## src/hw/rtl/rbs_pkg.sv

```systemverilog
`default_nettype none
// ----------------------------------------------------------------------------
// rbs_pkg: shared types, constants and helper functions
// Register indexes, the configuration bundle, the queue entry and the
// fixed-point helpers used by the RGBA blend and scale datapath.
// ----------------------------------------------------------------------------
package rbs_pkg;

  localparam int unsigned REG_INDEX_W = 3;

  localparam logic [REG_INDEX_W-1:0] REG_SOURCE_WIDTH     = 3'd0;
  localparam logic [REG_INDEX_W-1:0] REG_SOURCE_HEIGHT    = 3'd1;
  localparam logic [REG_INDEX_W-1:0] REG_TARGET_WIDTH     = 3'd2;
  localparam logic [REG_INDEX_W-1:0] REG_TARGET_HEIGHT    = 3'd3;
  localparam logic [REG_INDEX_W-1:0] REG_BACKGROUND_COLOR = 3'd4;

  localparam int unsigned QUEUE_DEPTH = 2;
  localparam int unsigned QUEUE_PTR_W = $clog2(QUEUE_DEPTH);
  localparam int unsigned QUEUE_CNT_W = QUEUE_PTR_W + 1;

  localparam int unsigned QUOT_W = 16;
  localparam int unsigned STEP_W = $clog2(QUOT_W);

  // Reciprocals for the exact truncating divides by 31 and by 63.
  localparam logic [13:0] RECIP_31 = 14'd8457;
  localparam logic [14:0] RECIP_63 = 15'd16645;

  typedef struct packed {
    logic [15:0] src_w;
    logic [15:0] src_h;
    logic [15:0] dst_w;
    logic [15:0] dst_h;
    logic [15:0] bg;
  } cfg_t;

  typedef struct packed {
    logic [15:0] col;
    logic [15:0] row;
    logic [7:0]  red;
    logic [7:0]  green;
    logic [7:0]  blue;
    logic [7:0]  alpha;
    logic        frame_end;
  } queue_entry_t;

  // A size register of zero behaves as one.
  function automatic logic [15:0] at_least_one(input logic [15:0] v);
    return (v == 16'd0) ? 16'd1 : v;
  endfunction

  // floor(c * 255 / 31) for a 5-bit channel.
  function automatic logic [7:0] expand5(input logic [4:0] c);
    logic [12:0] x;
    logic [26:0] p;
    x = {c, 8'd0} - 13'(c);
    p = 27'(x) * 27'(RECIP_31);
    return p[25:18];
  endfunction

  // floor(c * 255 / 63) for a 6-bit channel.
  function automatic logic [7:0] expand6(input logic [5:0] c);
    logic [13:0] x;
    logic [28:0] p;
    x = {c, 8'd0} - 14'(c);
    p = 29'(x) * 29'(RECIP_63);
    return p[27:20];
  endfunction

  // floor(v / 255), exact for every v up to 255 * 255.
  function automatic logic [7:0] div255(input logic [15:0] v);
    logic [16:0] s;
    s = 17'(v) + 17'd1 + 17'(v[15:8]);
    return s[15:8];
  endfunction

endpackage
`default_nettype wire

```

## src/hw/rtl/rbs_if.sv

```systemverilog
`default_nettype none
// ----------------------------------------------------------------------------
// rbs_if: pixel and result stream interfaces
// Valid/ready channels; a beat moves when valid and ready are both high.
// ----------------------------------------------------------------------------
interface rbs_pixel_if;
  logic       valid;
  logic       ready;
  logic [7:0] red;
  logic [7:0] green;
  logic [7:0] blue;
  logic [7:0] alpha;
  logic       frame_start;

  modport source (output valid, red, green, blue, alpha, frame_start, input ready);
  modport sink   (input valid, red, green, blue, alpha, frame_start, output ready);
endinterface

interface rbs_result_if;
  logic        valid;
  logic        ready;
  logic [15:0] dest_x;
  logic [15:0] dest_y;
  logic [15:0] pixel_565;
  logic        frame_end;

  modport source (output valid, dest_x, dest_y, pixel_565, frame_end, input ready);
  modport sink   (input valid, dest_x, dest_y, pixel_565, frame_end, output ready);
endinterface
`default_nettype wire

```

## src/hw/rtl/rgba_blend_scale_to_rgb565.sv

```systemverilog
`default_nettype none
// ----------------------------------------------------------------------------
// rgba_blend_scale_to_rgb565: RGBA pixel blender and nearest-neighbor scaler
// Pixels enter on the pixels channel in raster order, one beat each; a beat
// with frame_start set puts the position back to column 0, row 0. Each pixel
// leaves as one beat on the results channel carrying its destination column
// and row, the pixel blended over the background color as RGB565, and a
// frame_end flag on the last pixel of the source image.
// The intake side takes a beat whenever the two-entry work queue has room.
// The engine behind it handles one pixel at a time and maps its position
// into the target bitmap with a shift-and-subtract divide (one quotient bit
// per cycle, column and row in parallel). An overflowing quotient saturates
// to 65535 at once; when both do, the engine does not wait for the divide.
// A stalled sink holds the result in the output register; the engine and
// then the queue fill up and pixels.ready drops. Reset empties the queue,
// clears the position counters and loads the registers with their defaults
// (sizes one, black background). Registers are written through wr_en,
// wr_index and wr_data; the user must write them only while no pixel is in
// flight, as the block itself does not enforce this.
// ----------------------------------------------------------------------------
module rgba_blend_scale_to_rgb565 (
  input  logic                            clk,
  input  logic                            rst,
  input  logic                            wr_en,
  input  logic [rbs_pkg::REG_INDEX_W-1:0] wr_index,
  input  logic [15:0]                     wr_data,
  rbs_pixel_if.sink                       pixels,
  rbs_result_if.source                    results
);

  rbs_pkg::cfg_t         cfg;
  logic                  q_push;
  logic                  q_pop;
  logic                  q_full;
  logic                  q_empty;
  rbs_pkg::queue_entry_t q_in;
  rbs_pkg::queue_entry_t q_out;

  always_ff @(posedge clk) begin
    if (rst) begin
      cfg.src_w <= 16'd1;
      cfg.src_h <= 16'd1;
      cfg.dst_w <= 16'd1;
      cfg.dst_h <= 16'd1;
      cfg.bg    <= 16'd0;
    end else if (wr_en) begin
      unique case (wr_index)
        rbs_pkg::REG_SOURCE_WIDTH:     cfg.src_w <= wr_data;
        rbs_pkg::REG_SOURCE_HEIGHT:    cfg.src_h <= wr_data;
        rbs_pkg::REG_TARGET_WIDTH:     cfg.dst_w <= wr_data;
        rbs_pkg::REG_TARGET_HEIGHT:    cfg.dst_h <= wr_data;
        rbs_pkg::REG_BACKGROUND_COLOR: cfg.bg    <= wr_data;
        default: ;
      endcase
    end
  end

  rbs_front u_front (
    .clk    (clk),
    .rst    (rst),
    .cfg    (cfg),
    .pixels (pixels),
    .q_full (q_full),
    .q_push (q_push),
    .q_data (q_in)
  );

  rbs_queue u_queue (
    .clk       (clk),
    .rst       (rst),
    .push      (q_push),
    .push_data (q_in),
    .pop       (q_pop),
    .pop_data  (q_out),
    .full      (q_full),
    .empty     (q_empty)
  );

  rbs_back u_back (
    .clk     (clk),
    .rst     (rst),
    .cfg     (cfg),
    .q_empty (q_empty),
    .q_pop   (q_pop),
    .q_data  (q_out),
    .results (results)
  );

  // The engine never takes an entry from an empty queue.
  assert property (@(posedge clk) disable iff (rst) q_pop |-> !q_empty)
    else $error("queue popped while empty");

  // A pixel pushed into an empty queue is visible to the engine next cycle.
  assert property (@(posedge clk) disable iff (rst) q_push && q_empty |=> !q_empty)
    else $error("pushed pixel lost");

  // Nothing is presented on the result channel right after reset.
  assert property (@(posedge clk) $past(rst) |-> !results.valid)
    else $error("result valid after reset");

endmodule
`default_nettype wire

```

## src/hw/rtl/rbs_front.sv

```systemverilog
`default_nettype none
// ----------------------------------------------------------------------------
// rbs_front: pixel intake and position tracking
// Accepts pixels, assigns each its source column and row, flags the last
// pixel of the image and pushes the result into the work queue.
// ----------------------------------------------------------------------------
module rbs_front (
  input  logic                 clk,
  input  logic                 rst,
  input  rbs_pkg::cfg_t        cfg,
  rbs_pixel_if.sink            pixels,
  input  logic                 q_full,
  output logic                 q_push,
  output rbs_pkg::queue_entry_t q_data
);

  logic [15:0] column_count;
  logic [15:0] row_count;
  logic [15:0] col_cur;
  logic [15:0] row_cur;
  logic [15:0] src_w;
  logic [15:0] src_h;
  logic        col_wrap;
  logic        row_wrap;

  assign pixels.ready = !q_full;
  assign q_push       = pixels.valid && !q_full;

  always_comb begin
    src_w    = rbs_pkg::at_least_one(cfg.src_w);
    src_h    = rbs_pkg::at_least_one(cfg.src_h);
    col_cur  = pixels.frame_start ? 16'd0 : column_count;
    row_cur  = pixels.frame_start ? 16'd0 : row_count;
    // Compare at 17 bits so a counter at 65535 still wraps.
    col_wrap = (17'(col_cur) + 17'd1) >= 17'(src_w);
    row_wrap = (17'(row_cur) + 17'd1) >= 17'(src_h);

    q_data.col       = col_cur;
    q_data.row       = row_cur;
    q_data.red       = pixels.red;
    q_data.green     = pixels.green;
    q_data.blue      = pixels.blue;
    q_data.alpha     = pixels.alpha;
    q_data.frame_end = col_wrap && row_wrap;
  end

  always_ff @(posedge clk) begin
    if (rst) begin
      column_count <= 16'd0;
      row_count    <= 16'd0;
    end else if (q_push) begin
      if (col_wrap) begin
        column_count <= 16'd0;
        row_count    <= row_wrap ? 16'd0 : row_cur + 16'd1;
      end else begin
        column_count <= col_cur + 16'd1;
        row_count    <= row_cur;
      end
    end
  end

endmodule
`default_nettype wire

```

## src/hw/rtl/rbs_queue.sv

```systemverilog
`default_nettype none
// ----------------------------------------------------------------------------
// rbs_queue: short work queue between front and back
// A small first-in first-out buffer of pixels tagged with their positions.
// ----------------------------------------------------------------------------
module rbs_queue (
  input  logic                  clk,
  input  logic                  rst,
  input  logic                  push,
  input  rbs_pkg::queue_entry_t push_data,
  input  logic                  pop,
  output rbs_pkg::queue_entry_t pop_data,
  output logic                  full,
  output logic                  empty
);

  rbs_pkg::queue_entry_t                 slots [rbs_pkg::QUEUE_DEPTH];
  logic [rbs_pkg::QUEUE_PTR_W-1:0]       wr_ptr;
  logic [rbs_pkg::QUEUE_PTR_W-1:0]       rd_ptr;
  logic [rbs_pkg::QUEUE_CNT_W-1:0]       count;

  localparam logic [rbs_pkg::QUEUE_PTR_W-1:0] LAST_PTR =
    rbs_pkg::QUEUE_PTR_W'(rbs_pkg::QUEUE_DEPTH - 1);

  assign full     = (count == rbs_pkg::QUEUE_CNT_W'(rbs_pkg::QUEUE_DEPTH));
  assign empty    = (count == '0);
  assign pop_data = slots[rd_ptr];

  always_ff @(posedge clk) begin
    if (rst) begin
      wr_ptr <= '0;
      rd_ptr <= '0;
      count  <= '0;
    end else begin
      if (push) begin
        wr_ptr <= (wr_ptr == LAST_PTR) ? '0 : wr_ptr + 1'b1;
      end
      if (pop) begin
        rd_ptr <= (rd_ptr == LAST_PTR) ? '0 : rd_ptr + 1'b1;
      end
      if (push && !pop) begin
        count <= count + 1'b1;
      end else if (pop && !push) begin
        count <= count - 1'b1;
      end
    end
  end

  always_ff @(posedge clk) begin
    if (push) begin
      slots[wr_ptr] <= push_data;
    end
  end

endmodule
`default_nettype wire

```

## src/hw/rtl/rbs_divider.sv

```systemverilog
`default_nettype none
// ----------------------------------------------------------------------------
// rbs_divider: saturating 32 by 16 bit restoring divider
// Produces floor(dividend / divisor) clamped to 16 bits, one quotient bit
// per cycle; an overflowing quotient is settled in the start cycle.
// ----------------------------------------------------------------------------
module rbs_divider (
  input  logic        clk,
  input  logic        rst,
  input  logic        start,
  input  logic [31:0] dividend,
  input  logic [15:0] divisor,
  output logic        busy,
  output logic [15:0] quotient
);

  logic [15:0]                 rem;
  logic [15:0]                 quo;
  logic [15:0]                 div_reg;
  logic [rbs_pkg::STEP_W-1:0]  step;
  logic [16:0]                 trial;
  logic                        fits;
  logic                        sat;

  // The quotient exceeds 16 bits exactly when the high half reaches the divisor.
  assign sat      = dividend[31:16] >= divisor;
  assign trial    = {rem, quo[15]};
  assign fits     = trial >= 17'(div_reg);
  assign quotient = quo;

  always_ff @(posedge clk) begin
    if (rst) begin
      busy <= 1'b0;
    end else if (start) begin
      busy <= !sat;
    end else if (busy && step == '0) begin
      busy <= 1'b0;
    end
  end

  always_ff @(posedge clk) begin
    if (start) begin
      rem     <= dividend[31:16];
      quo     <= sat ? 16'hFFFF : dividend[15:0];
      div_reg <= divisor;
      step    <= rbs_pkg::STEP_W'(rbs_pkg::QUOT_W - 1);
    end else if (busy) begin
      rem  <= fits ? 16'(trial - 17'(div_reg)) : trial[15:0];
      quo  <= {quo[14:0], fits};
      step <= step - 1'b1;
    end
  end

endmodule
`default_nettype wire

```

## src/hw/rtl/rbs_back.sv

```systemverilog
`default_nettype none
// ----------------------------------------------------------------------------
// rbs_back: blend and coordinate scaling engine
// Takes one queued pixel at a time, blends it over the background, scales
// its position into the target bitmap and holds the result for the sink.
// ----------------------------------------------------------------------------
module rbs_back (
  input  logic                  clk,
  input  logic                  rst,
  input  rbs_pkg::cfg_t         cfg,
  input  logic                  q_empty,
  output logic                  q_pop,
  input  rbs_pkg::queue_entry_t q_data,
  rbs_result_if.source          results
);

  localparam logic [2:0] ST_IDLE  = 3'd0;
  localparam logic [2:0] ST_MUL   = 3'd1;
  localparam logic [2:0] ST_START = 3'd2;
  localparam logic [2:0] ST_DIV   = 3'd3;
  localparam logic [2:0] ST_OUT   = 3'd4;

  logic [2:0]            state;
  logic [2:0]            state_next;
  rbs_pkg::queue_entry_t item;
  logic [31:0]           prod_x;
  logic [31:0]           prod_y;
  logic [15:0]           sum_r;
  logic [15:0]           sum_g;
  logic [15:0]           sum_b;
  logic [7:0]            bg_r;
  logic [7:0]            bg_g;
  logic [7:0]            bg_b;
  logic [7:0]            inv_alpha;
  logic [7:0]            blend_r;
  logic [7:0]            blend_g;
  logic [7:0]            blend_b;
  logic [15:0]           pix;
  logic                  div_start;
  logic                  busy_x;
  logic                  busy_y;
  logic [15:0]           quot_x;
  logic [15:0]           quot_y;
  logic                  out_valid;
  logic                  out_load;
  logic [15:0]           out_x;
  logic [15:0]           out_y;
  logic [15:0]           out_pix;
  logic                  out_end;

  assign q_pop     = (state == ST_IDLE) && !q_empty;
  assign div_start = (state == ST_START);
  assign out_load  = (state == ST_OUT) && (!out_valid || results.ready);
  assign inv_alpha = 8'd255 - item.alpha;
  assign blend_r   = rbs_pkg::div255(sum_r);
  assign blend_g   = rbs_pkg::div255(sum_g);
  assign blend_b   = rbs_pkg::div255(sum_b);

  always_comb begin
    state_next = state;
    unique case (state)
      ST_IDLE:  if (!q_empty) state_next = ST_MUL;
      ST_MUL:   state_next = ST_START;
      ST_START: state_next = ST_DIV;
      ST_DIV:   if (!busy_x && !busy_y) state_next = ST_OUT;
      ST_OUT:   if (out_load) state_next = ST_IDLE;
      default:  state_next = ST_IDLE;
    endcase
  end

  always_ff @(posedge clk) begin
    if (rst) begin
      state     <= ST_IDLE;
      out_valid <= 1'b0;
    end else begin
      state <= state_next;
      if (out_load) begin
        out_valid <= 1'b1;
      end else if (results.ready) begin
        out_valid <= 1'b0;
      end
    end
  end

  // Background expansion depends only on configuration, so it is simply
  // re-registered every cycle.
  always_ff @(posedge clk) begin
    bg_r <= rbs_pkg::expand5(cfg.bg[15:11]);
    bg_g <= rbs_pkg::expand6(cfg.bg[10:5]);
    bg_b <= rbs_pkg::expand5(cfg.bg[4:0]);

    if (q_pop) begin
      item <= q_data;
    end
    if (state == ST_MUL) begin
      prod_x <= 32'(item.col) * 32'(rbs_pkg::at_least_one(cfg.dst_w));
      prod_y <= 32'(item.row) * 32'(rbs_pkg::at_least_one(cfg.dst_h));
      sum_r  <= 16'(item.red) * 16'(item.alpha) + 16'(bg_r) * 16'(inv_alpha);
      sum_g  <= 16'(item.green) * 16'(item.alpha) + 16'(bg_g) * 16'(inv_alpha);
      sum_b  <= 16'(item.blue) * 16'(item.alpha) + 16'(bg_b) * 16'(inv_alpha);
    end
    if (state == ST_START) begin
      pix <= {blend_r[7:3], blend_g[7:2], blend_b[7:3]};
    end
    if (out_load) begin
      out_x   <= quot_x;
      out_y   <= quot_y;
      out_pix <= pix;
      out_end <= item.frame_end;
    end
  end

  rbs_divider u_div_x (
    .clk      (clk),
    .rst      (rst),
    .start    (div_start),
    .dividend (prod_x),
    .divisor  (rbs_pkg::at_least_one(cfg.src_w)),
    .busy     (busy_x),
    .quotient (quot_x)
  );

  rbs_divider u_div_y (
    .clk      (clk),
    .rst      (rst),
    .start    (div_start),
    .dividend (prod_y),
    .divisor  (rbs_pkg::at_least_one(cfg.src_h)),
    .busy     (busy_y),
    .quotient (quot_y)
  );

  assign results.valid     = out_valid;
  assign results.dest_x    = out_x;
  assign results.dest_y    = out_y;
  assign results.pixel_565 = out_pix;
  assign results.frame_end = out_end;

endmodule
`default_nettype wire

```

## src/flat_wrapper.sv

```systemverilog
// flat-port wrapper written by rule: the top's interface ports become plain ports
module rgba_blend_scale_to_rgb565_flat 
  (clk, rst, wr_en, wr_index, wr_data, pixels_valid, pixels_red, pixels_green, pixels_blue, pixels_alpha, pixels_frame_start, pixels_ready, results_valid, results_dest_x, results_dest_y, results_pixel_565, results_frame_end, results_ready);
  rbs_pixel_if pixels_i ();
  rbs_result_if results_i ();
  input  logic clk;
  input  logic rst;
  input  logic wr_en;
  input  logic [rbs_pkg::REG_INDEX_W-1:0] wr_index;
  input  logic [15:0] wr_data;
  input wire logic [$bits(pixels_i.valid)-1:0] pixels_valid;
  input wire logic [$bits(pixels_i.red)-1:0] pixels_red;
  input wire logic [$bits(pixels_i.green)-1:0] pixels_green;
  input wire logic [$bits(pixels_i.blue)-1:0] pixels_blue;
  input wire logic [$bits(pixels_i.alpha)-1:0] pixels_alpha;
  input wire logic [$bits(pixels_i.frame_start)-1:0] pixels_frame_start;
  output wire logic [$bits(pixels_i.ready)-1:0] pixels_ready;
  output wire logic [$bits(results_i.valid)-1:0] results_valid;
  output wire logic [$bits(results_i.dest_x)-1:0] results_dest_x;
  output wire logic [$bits(results_i.dest_y)-1:0] results_dest_y;
  output wire logic [$bits(results_i.pixel_565)-1:0] results_pixel_565;
  output wire logic [$bits(results_i.frame_end)-1:0] results_frame_end;
  input wire logic [$bits(results_i.ready)-1:0] results_ready;
  assign pixels_i.valid = pixels_valid;
  assign pixels_i.red = pixels_red;
  assign pixels_i.green = pixels_green;
  assign pixels_i.blue = pixels_blue;
  assign pixels_i.alpha = pixels_alpha;
  assign pixels_i.frame_start = pixels_frame_start;
  assign pixels_ready = pixels_i.ready;
  assign results_valid = results_i.valid;
  assign results_dest_x = results_i.dest_x;
  assign results_dest_y = results_i.dest_y;
  assign results_pixel_565 = results_i.pixel_565;
  assign results_frame_end = results_i.frame_end;
  assign results_i.ready = results_ready;
  rgba_blend_scale_to_rgb565 u_core (.clk(clk), .rst(rst), .wr_en(wr_en), .wr_index(wr_index), .wr_data(wr_data), .pixels(pixels_i), .results(results_i));
endmodule
```

## config.mk

```make
export PLATFORM = sky130hd
export DESIGN_NAME = rgba_blend_scale_to_rgb565_flat
export DESIGN_NICKNAME = d
export VERILOG_FILES = /design/src/hw/rtl/rbs_pkg.sv /design/src/hw/rtl/rbs_if.sv /design/src/hw/rtl/rgba_blend_scale_to_rgb565.sv /design/src/hw/rtl/rbs_front.sv /design/src/hw/rtl/rbs_queue.sv /design/src/hw/rtl/rbs_divider.sv /design/src/hw/rtl/rbs_back.sv /design/src/flat_wrapper.sv
export SDC_FILE = /design/constraint.sdc
export NUM_CORES = 2
export LEC_CHECK = 0
export ABC_CLOCK_PERIOD_IN_PS = 11700
export BUFFER_PORTS_ARGS = -buffer_cell sky130_fd_sc_hd__clkbuf_2
export CAP_MARGIN = 20
export CORE_ASPECT_RATIO = 1.75
export CORE_MARGIN = 2
export CORE_UTILIZATION = 25
export DETAILED_ROUTE_END_ITERATION = 10
export GPL_TIMING_DRIVEN = 0
export PLACE_DENSITY = 0.51
export SLEW_MARGIN = 20
export SYNTH_ARGS = -nofsm -noshare
export SYNTH_HDL_FRONTEND = slang
export SYNTH_SLANG_ARGS = --single-unit
```

## constraint.sdc

```tcl
create_clock -name clk -period 11.7 [get_ports clk]
set_clock_uncertainty 0.1 [all_clocks]
set_input_delay 1.17 -clock clk [delete_from_list [all_inputs] [get_ports clk]]
set_output_delay 1.17 -clock clk [all_outputs]
set_load 0.005 [all_outputs]
```

==> summary by stage <==
Die
The die footprint is 244000 µm². In this run the vertical extent of the chip is 652 µm. The floorplan step set the die width to 374 µm. The initial core utilization is 0.252. After floorplanning, the core was sized to cover 238000 µm². The row count is 237.

For this design the top-level I/O count stands at 108.

Synth
In the synthesized netlist, the number of instances is 5830. The share of the Yosys chip area taken by registers is 0.286. Yosys mapped a number of flops with a built-in enable equal to 468. The share of synthesized area in the top cell type comes to 0.235. In the post-synthesis netlist, the biggest area contributors are sky130_fd_sc_hd__fa_1 (23%), sky130_fd_sc_hd__edfxtp_1 (23%), sky130_fd_sc_hd__ha_1 (15%).

The number of different library cells used by synthesis comes to 84. The mean instance size in the synthesized netlist is 10.3 µm². The cell type with the highest aggregate area in the netlist is sky130_fd_sc_hd__fa_1. The predominant post-synthesis flop cell is sky130_fd_sc_hd__edfxtp_1. The synthesized cell area is 59900 µm². After synthesis, the share of flip-flops with an asynchronous set or reset is 0.

Counting flops and latches in the post-synthesis netlist gives 622. The count of synthesis-stage warnings from yosys is 0.

Cells and area
Of the cells placed in the final design, the portion with a size suffix greater than 1 is 0.0597. The signed area change from the synthesized netlist to the final layout is 12.4%. The register name with the most flops is u_core.u_queue.slots. The number of filler instances in the final layout is 25000. In the layout the commonest cells are sky130_fd_sc_hd__inv_1 (972), sky130_fd_sc_hd__ha_1 (712), sky130_fd_sc_hd__fa_1 (703). The largest registers in the layout are u_core.u_queue.slots x130, u_core.cfg x80, u_core.u_back.item x65. The library cell used most frequently in the layout, excluding fill and tap cells, is sky130_fd_sc_hd__inv_1.

The register with the most flip-flops in the layout has 130 of them. The final layout contains 7508 nets.

STA
The relative max-transition margin is 0.319. The number of failing hold endpoints at the final stage is 0. The clock period minus final worst setup slack is 7.65 ns. Based on the critical path, the design can be clocked at up to 131 MHz.

Setup violations remaining at the end of the flow were counted as 0. The number of pins exceeding their max-slew limit in the final report came to 0. Setup repair after global routing left no endpoint under its margin. The transition at the pin with the smallest max-transition slack is 1.02 ns. The portion of the clock cycle consumed by the worst path in the final layout is 0.653. Across all hold checks on the routed design, the worst slack comes to 0.317 ns.

Status
The run finished with clean final reports.

Setup path
Traced cell by cell, the critical path runs through clkbuf_1 -> clkbuf_1 -> nand2_1 -> fa_1 -> inv_1 -> fa_1 -> fa_1 -> fa_1 -> fa_1 -> inv_1 -> fa_1 -> inv_1 -> ha_1 -> and3_1 -> and3_1 -> o21ai_0 -> o211ai_1 -> a31oi_1 -> o21ai_1 -> or4_1 -> nand4_1. The element type at the critical path start is a register. For the worst setup path, the data required time is 12.14 ns.

The dominant cell type by count on the critical path is sky130_fd_sc_hd__fa_1. The maximum net fanout on the critical path is 10. For the worst setup path, the data arrival time is 8.08 ns.

For this design, the slowest cell found on the critical path is sky130_fd_sc_hd__clkbuf_1. The kind of capture point of the worst setup path is a register. In this design, the stage delay of the slowest critical-path cell is 0.63 ns. The worst setup path is of the reg -> reg kind.

CTS
TritonCTS built the clock tree. The quantity of hold-fixing buffers added after cts is 0. The post-cts sizing count is 0. The H-tree was split into 3 levels. The clock insertion delay at the later pin of the skew report is 0.69 ns.

The library cell used as clock root buffer is sky130_fd_sc_hd__clkbuf_16. The clock-pin slew on the worst setup and hold paths is 0.06 ns. The longest clock path from root to sink contains 3 buffers. TritonCTS created 70 clock buffers.

The number of sinks on the clock net is 622. The post-CTS setup-driven buffer insertion count is 0.

Detailed routing
In the final routed layout, each cell accounts on average for 19.1 µm. The wire length on met2 is 97.8 mm. The residual antenna-violating net count after detailed routing is 0. The total wirelength of the detailed-routed design is 176 mm. The number of iterations in the first detailed-routing pass is 6.

Wire segments on met3 add up to 6.00 mm in the final route. The detailed router finished its first iteration with 2115 violations. Dividing the detail-routed via count by the number of cells gives 4.52. For this block, wires on met1 add up to 62.1 mm. The number of design rule violations left after detail routing is 0. Across all layers, the routed design uses 41600 vias.

After detailed routing, no signal wire sits above met5.

Global route
The overall global routing resource usage is 0.146. The initial antenna violation count was 16. For this run the aggregate overflow at the end of global routing stands at 0.

The global-route wire length before repair is 271 mm. The via count of the first global-routing pass was 45500. Entering global routing, the biggest net connects 39 pins.

Place
Summed over all nets, the half-perimeter wirelength after detailed placement is 146 mm. The number of buffer cells added on primary ports is 107. The final weighted congestion in routability-driven placement is 0.897.

Job
The count of maximum capacitance violations is 0.

Hold path
The worst hold path belongs to the class reg -> reg.
-- per-stage QoR --
step	worst slack (ns)	util	area (µm²)	setup TNS [ns]	std cells
final	4.05	0.283	67400	0	9207
after global routing	3.65	0.283	67400	0	9201
after CTS	3.94	0.283	67400	0	9200
after detailed placement	4.00	0.272	64800	0	9071
after global placement	-4.11	0.270	64400	-452.54	9046
after floorplan	2.34	-	59900	0	5832
-- final cells by class --
| class | count | area (µm²) | share of cell area |
|---|---|---|---|
| diodes | 7 | 17.5 | 0.000260 |
| plain buffers | 223 | 858 | 0.0127 |
| clock buffers | 79 | 1830 | 0.0271 |
| clock inverters | 50 | 778 | 0.0116 |
| inverters | 975 | 3660 | 0.0544 |
| multi-input cells | 4012 | 38300 | 0.569 |
| flip-flops and latches | 622 | 17100 | 0.254 |
| well taps | 3107 | 3890 | 0.0577 |
| repair buffers | 132 | 898 | 0.0133 |
-- cells by family (layout without fill, tap and decap cells) --
| family | Yosys count | in the layout | share of synthesized area |
|---|---|---|---|
| and+or+nand+nor | 1693 | 1693 | 0.143 |
| adders and majority gates | 1415 | 1415 | 0.384 |
| buffers and inverters | 1198 | 1459 | 0.0752 |
| DFF | 622 | 622 | 0.286 |
| AOI/OAI and AO/OA | 606 | 606 | 0.0659 |
| xor gates and xnor gates | 200 | 200 | 0.0292 |
| muxes | 95 | 95 | 0.0174 |
| other | 1 | 10 | 0.0000626 |
-- metal layers --
layer | global-route usage | up-vias
li1 | - | 19400
met1 | 0.148 | 21100
met2 | 0.288 | 822
met3 | 0.0178 | 370
met4 | 0.0777 | 10
met5 | 0 | -
-- worst max-delay path, delay by kind of cell, from the launching register on --
kind / cells / cell delay (ns)
AO/OA/AOI/OAI: 4 / 1.06
AND/OR/NAND/NOR: 5 / 1.14
buffers and inverters: 5 / 1.42
flip-flops: 1 / 0.30
adder cells (fa/ha/maj): 7 / 3.49
-- final timing paths --
| kind | depth (start not counted) | slack (ns) | to | from |
|---|---|---|---|---|
| max reg2reg | 21 | 4.05 | u_core.u_back.prod_x[29]$_DFFE_PP_ | u_core.cfg[41]$_SDFFE_PP0P_ |
| max | 21 | 4.05 | u_core.u_back.prod_x[29]$_DFFE_PP_ | u_core.cfg[41]$_SDFFE_PP0P_ |
| min reg2reg | 0 | 0.32 | u_core.u_back.results.pixel_565[0]$_DFFE_PP_ | u_core.u_back.pix[0]$_DFFE_PP_ |
| min | 0 | 0.32 | u_core.u_back.results.pixel_565[0]$_DFFE_PP_ | u_core.u_back.pix[0]$_DFFE_PP_ |
-- cell usage after synthesis, types with 6 or more instances --
| master | number |
|---|---|
| sky130_fd_sc_hd__inv_1 | 973 |
| sky130_fd_sc_hd__ha_1 | 712 |
| sky130_fd_sc_hd__fa_1 | 703 |
| sky130_fd_sc_hd__nand2_1 | 643 |
| sky130_fd_sc_hd__edfxtp_1 | 468 |
| sky130_fd_sc_hd__and2_1 | 366 |
| sky130_fd_sc_hd__clkbuf_1 | 215 |
| sky130_fd_sc_hd__a21oi_1 | 204 |
| sky130_fd_sc_hd__nor2b_1 | 171 |
| sky130_fd_sc_hd__dfxtp_1 | 154 |
| sky130_fd_sc_hd__nor2_1 | 144 |
| sky130_fd_sc_hd__xnor2_1 | 141 |
| sky130_fd_sc_hd__o21ai_0 | 107 |
| sky130_fd_sc_hd__nand2b_1 | 94 |
| sky130_fd_sc_hd__mux2_2 | 73 |
| sky130_fd_sc_hd__nand3_1 | 73 |
| sky130_fd_sc_hd__a21o_1 | 64 |
| sky130_fd_sc_hd__xor2_1 | 59 |
| sky130_fd_sc_hd__nor3_1 | 53 |
| sky130_fd_sc_hd__nand4_1 | 35 |
| sky130_fd_sc_hd__o22a_1 | 31 |
| sky130_fd_sc_hd__o21a_1 | 27 |
| sky130_fd_sc_hd__and3_1 | 26 |
| sky130_fd_sc_hd__mux2i_1 | 22 |
| sky130_fd_sc_hd__nor4_1 | 21 |
| sky130_fd_sc_hd__a211oi_1 | 18 |
| sky130_fd_sc_hd__a31oi_1 | 18 |
| sky130_fd_sc_hd__a22o_1 | 16 |
| sky130_fd_sc_hd__o21bai_1 | 15 |
| sky130_fd_sc_hd__or3_1 | 15 |
| sky130_fd_sc_hd__a2111oi_0 | 10 |
| sky130_fd_sc_hd__or2_2 | 10 |
| sky130_fd_sc_hd__nor3b_1 | 9 |
| sky130_fd_sc_hd__nand3b_1 | 7 |
| sky130_fd_sc_hd__o211ai_1 | 7 |
| sky130_fd_sc_hd__o31ai_1 | 7 |
| sky130_fd_sc_hd__a221oi_1 | 6 |
| sky130_fd_sc_hd__and4_1 | 6 |
| sky130_fd_sc_hd__o2111ai_1 | 6 |
Power is not shown: default switching activity piles up to over one toggle a cycle in this logic, so the estimate is an artifact.
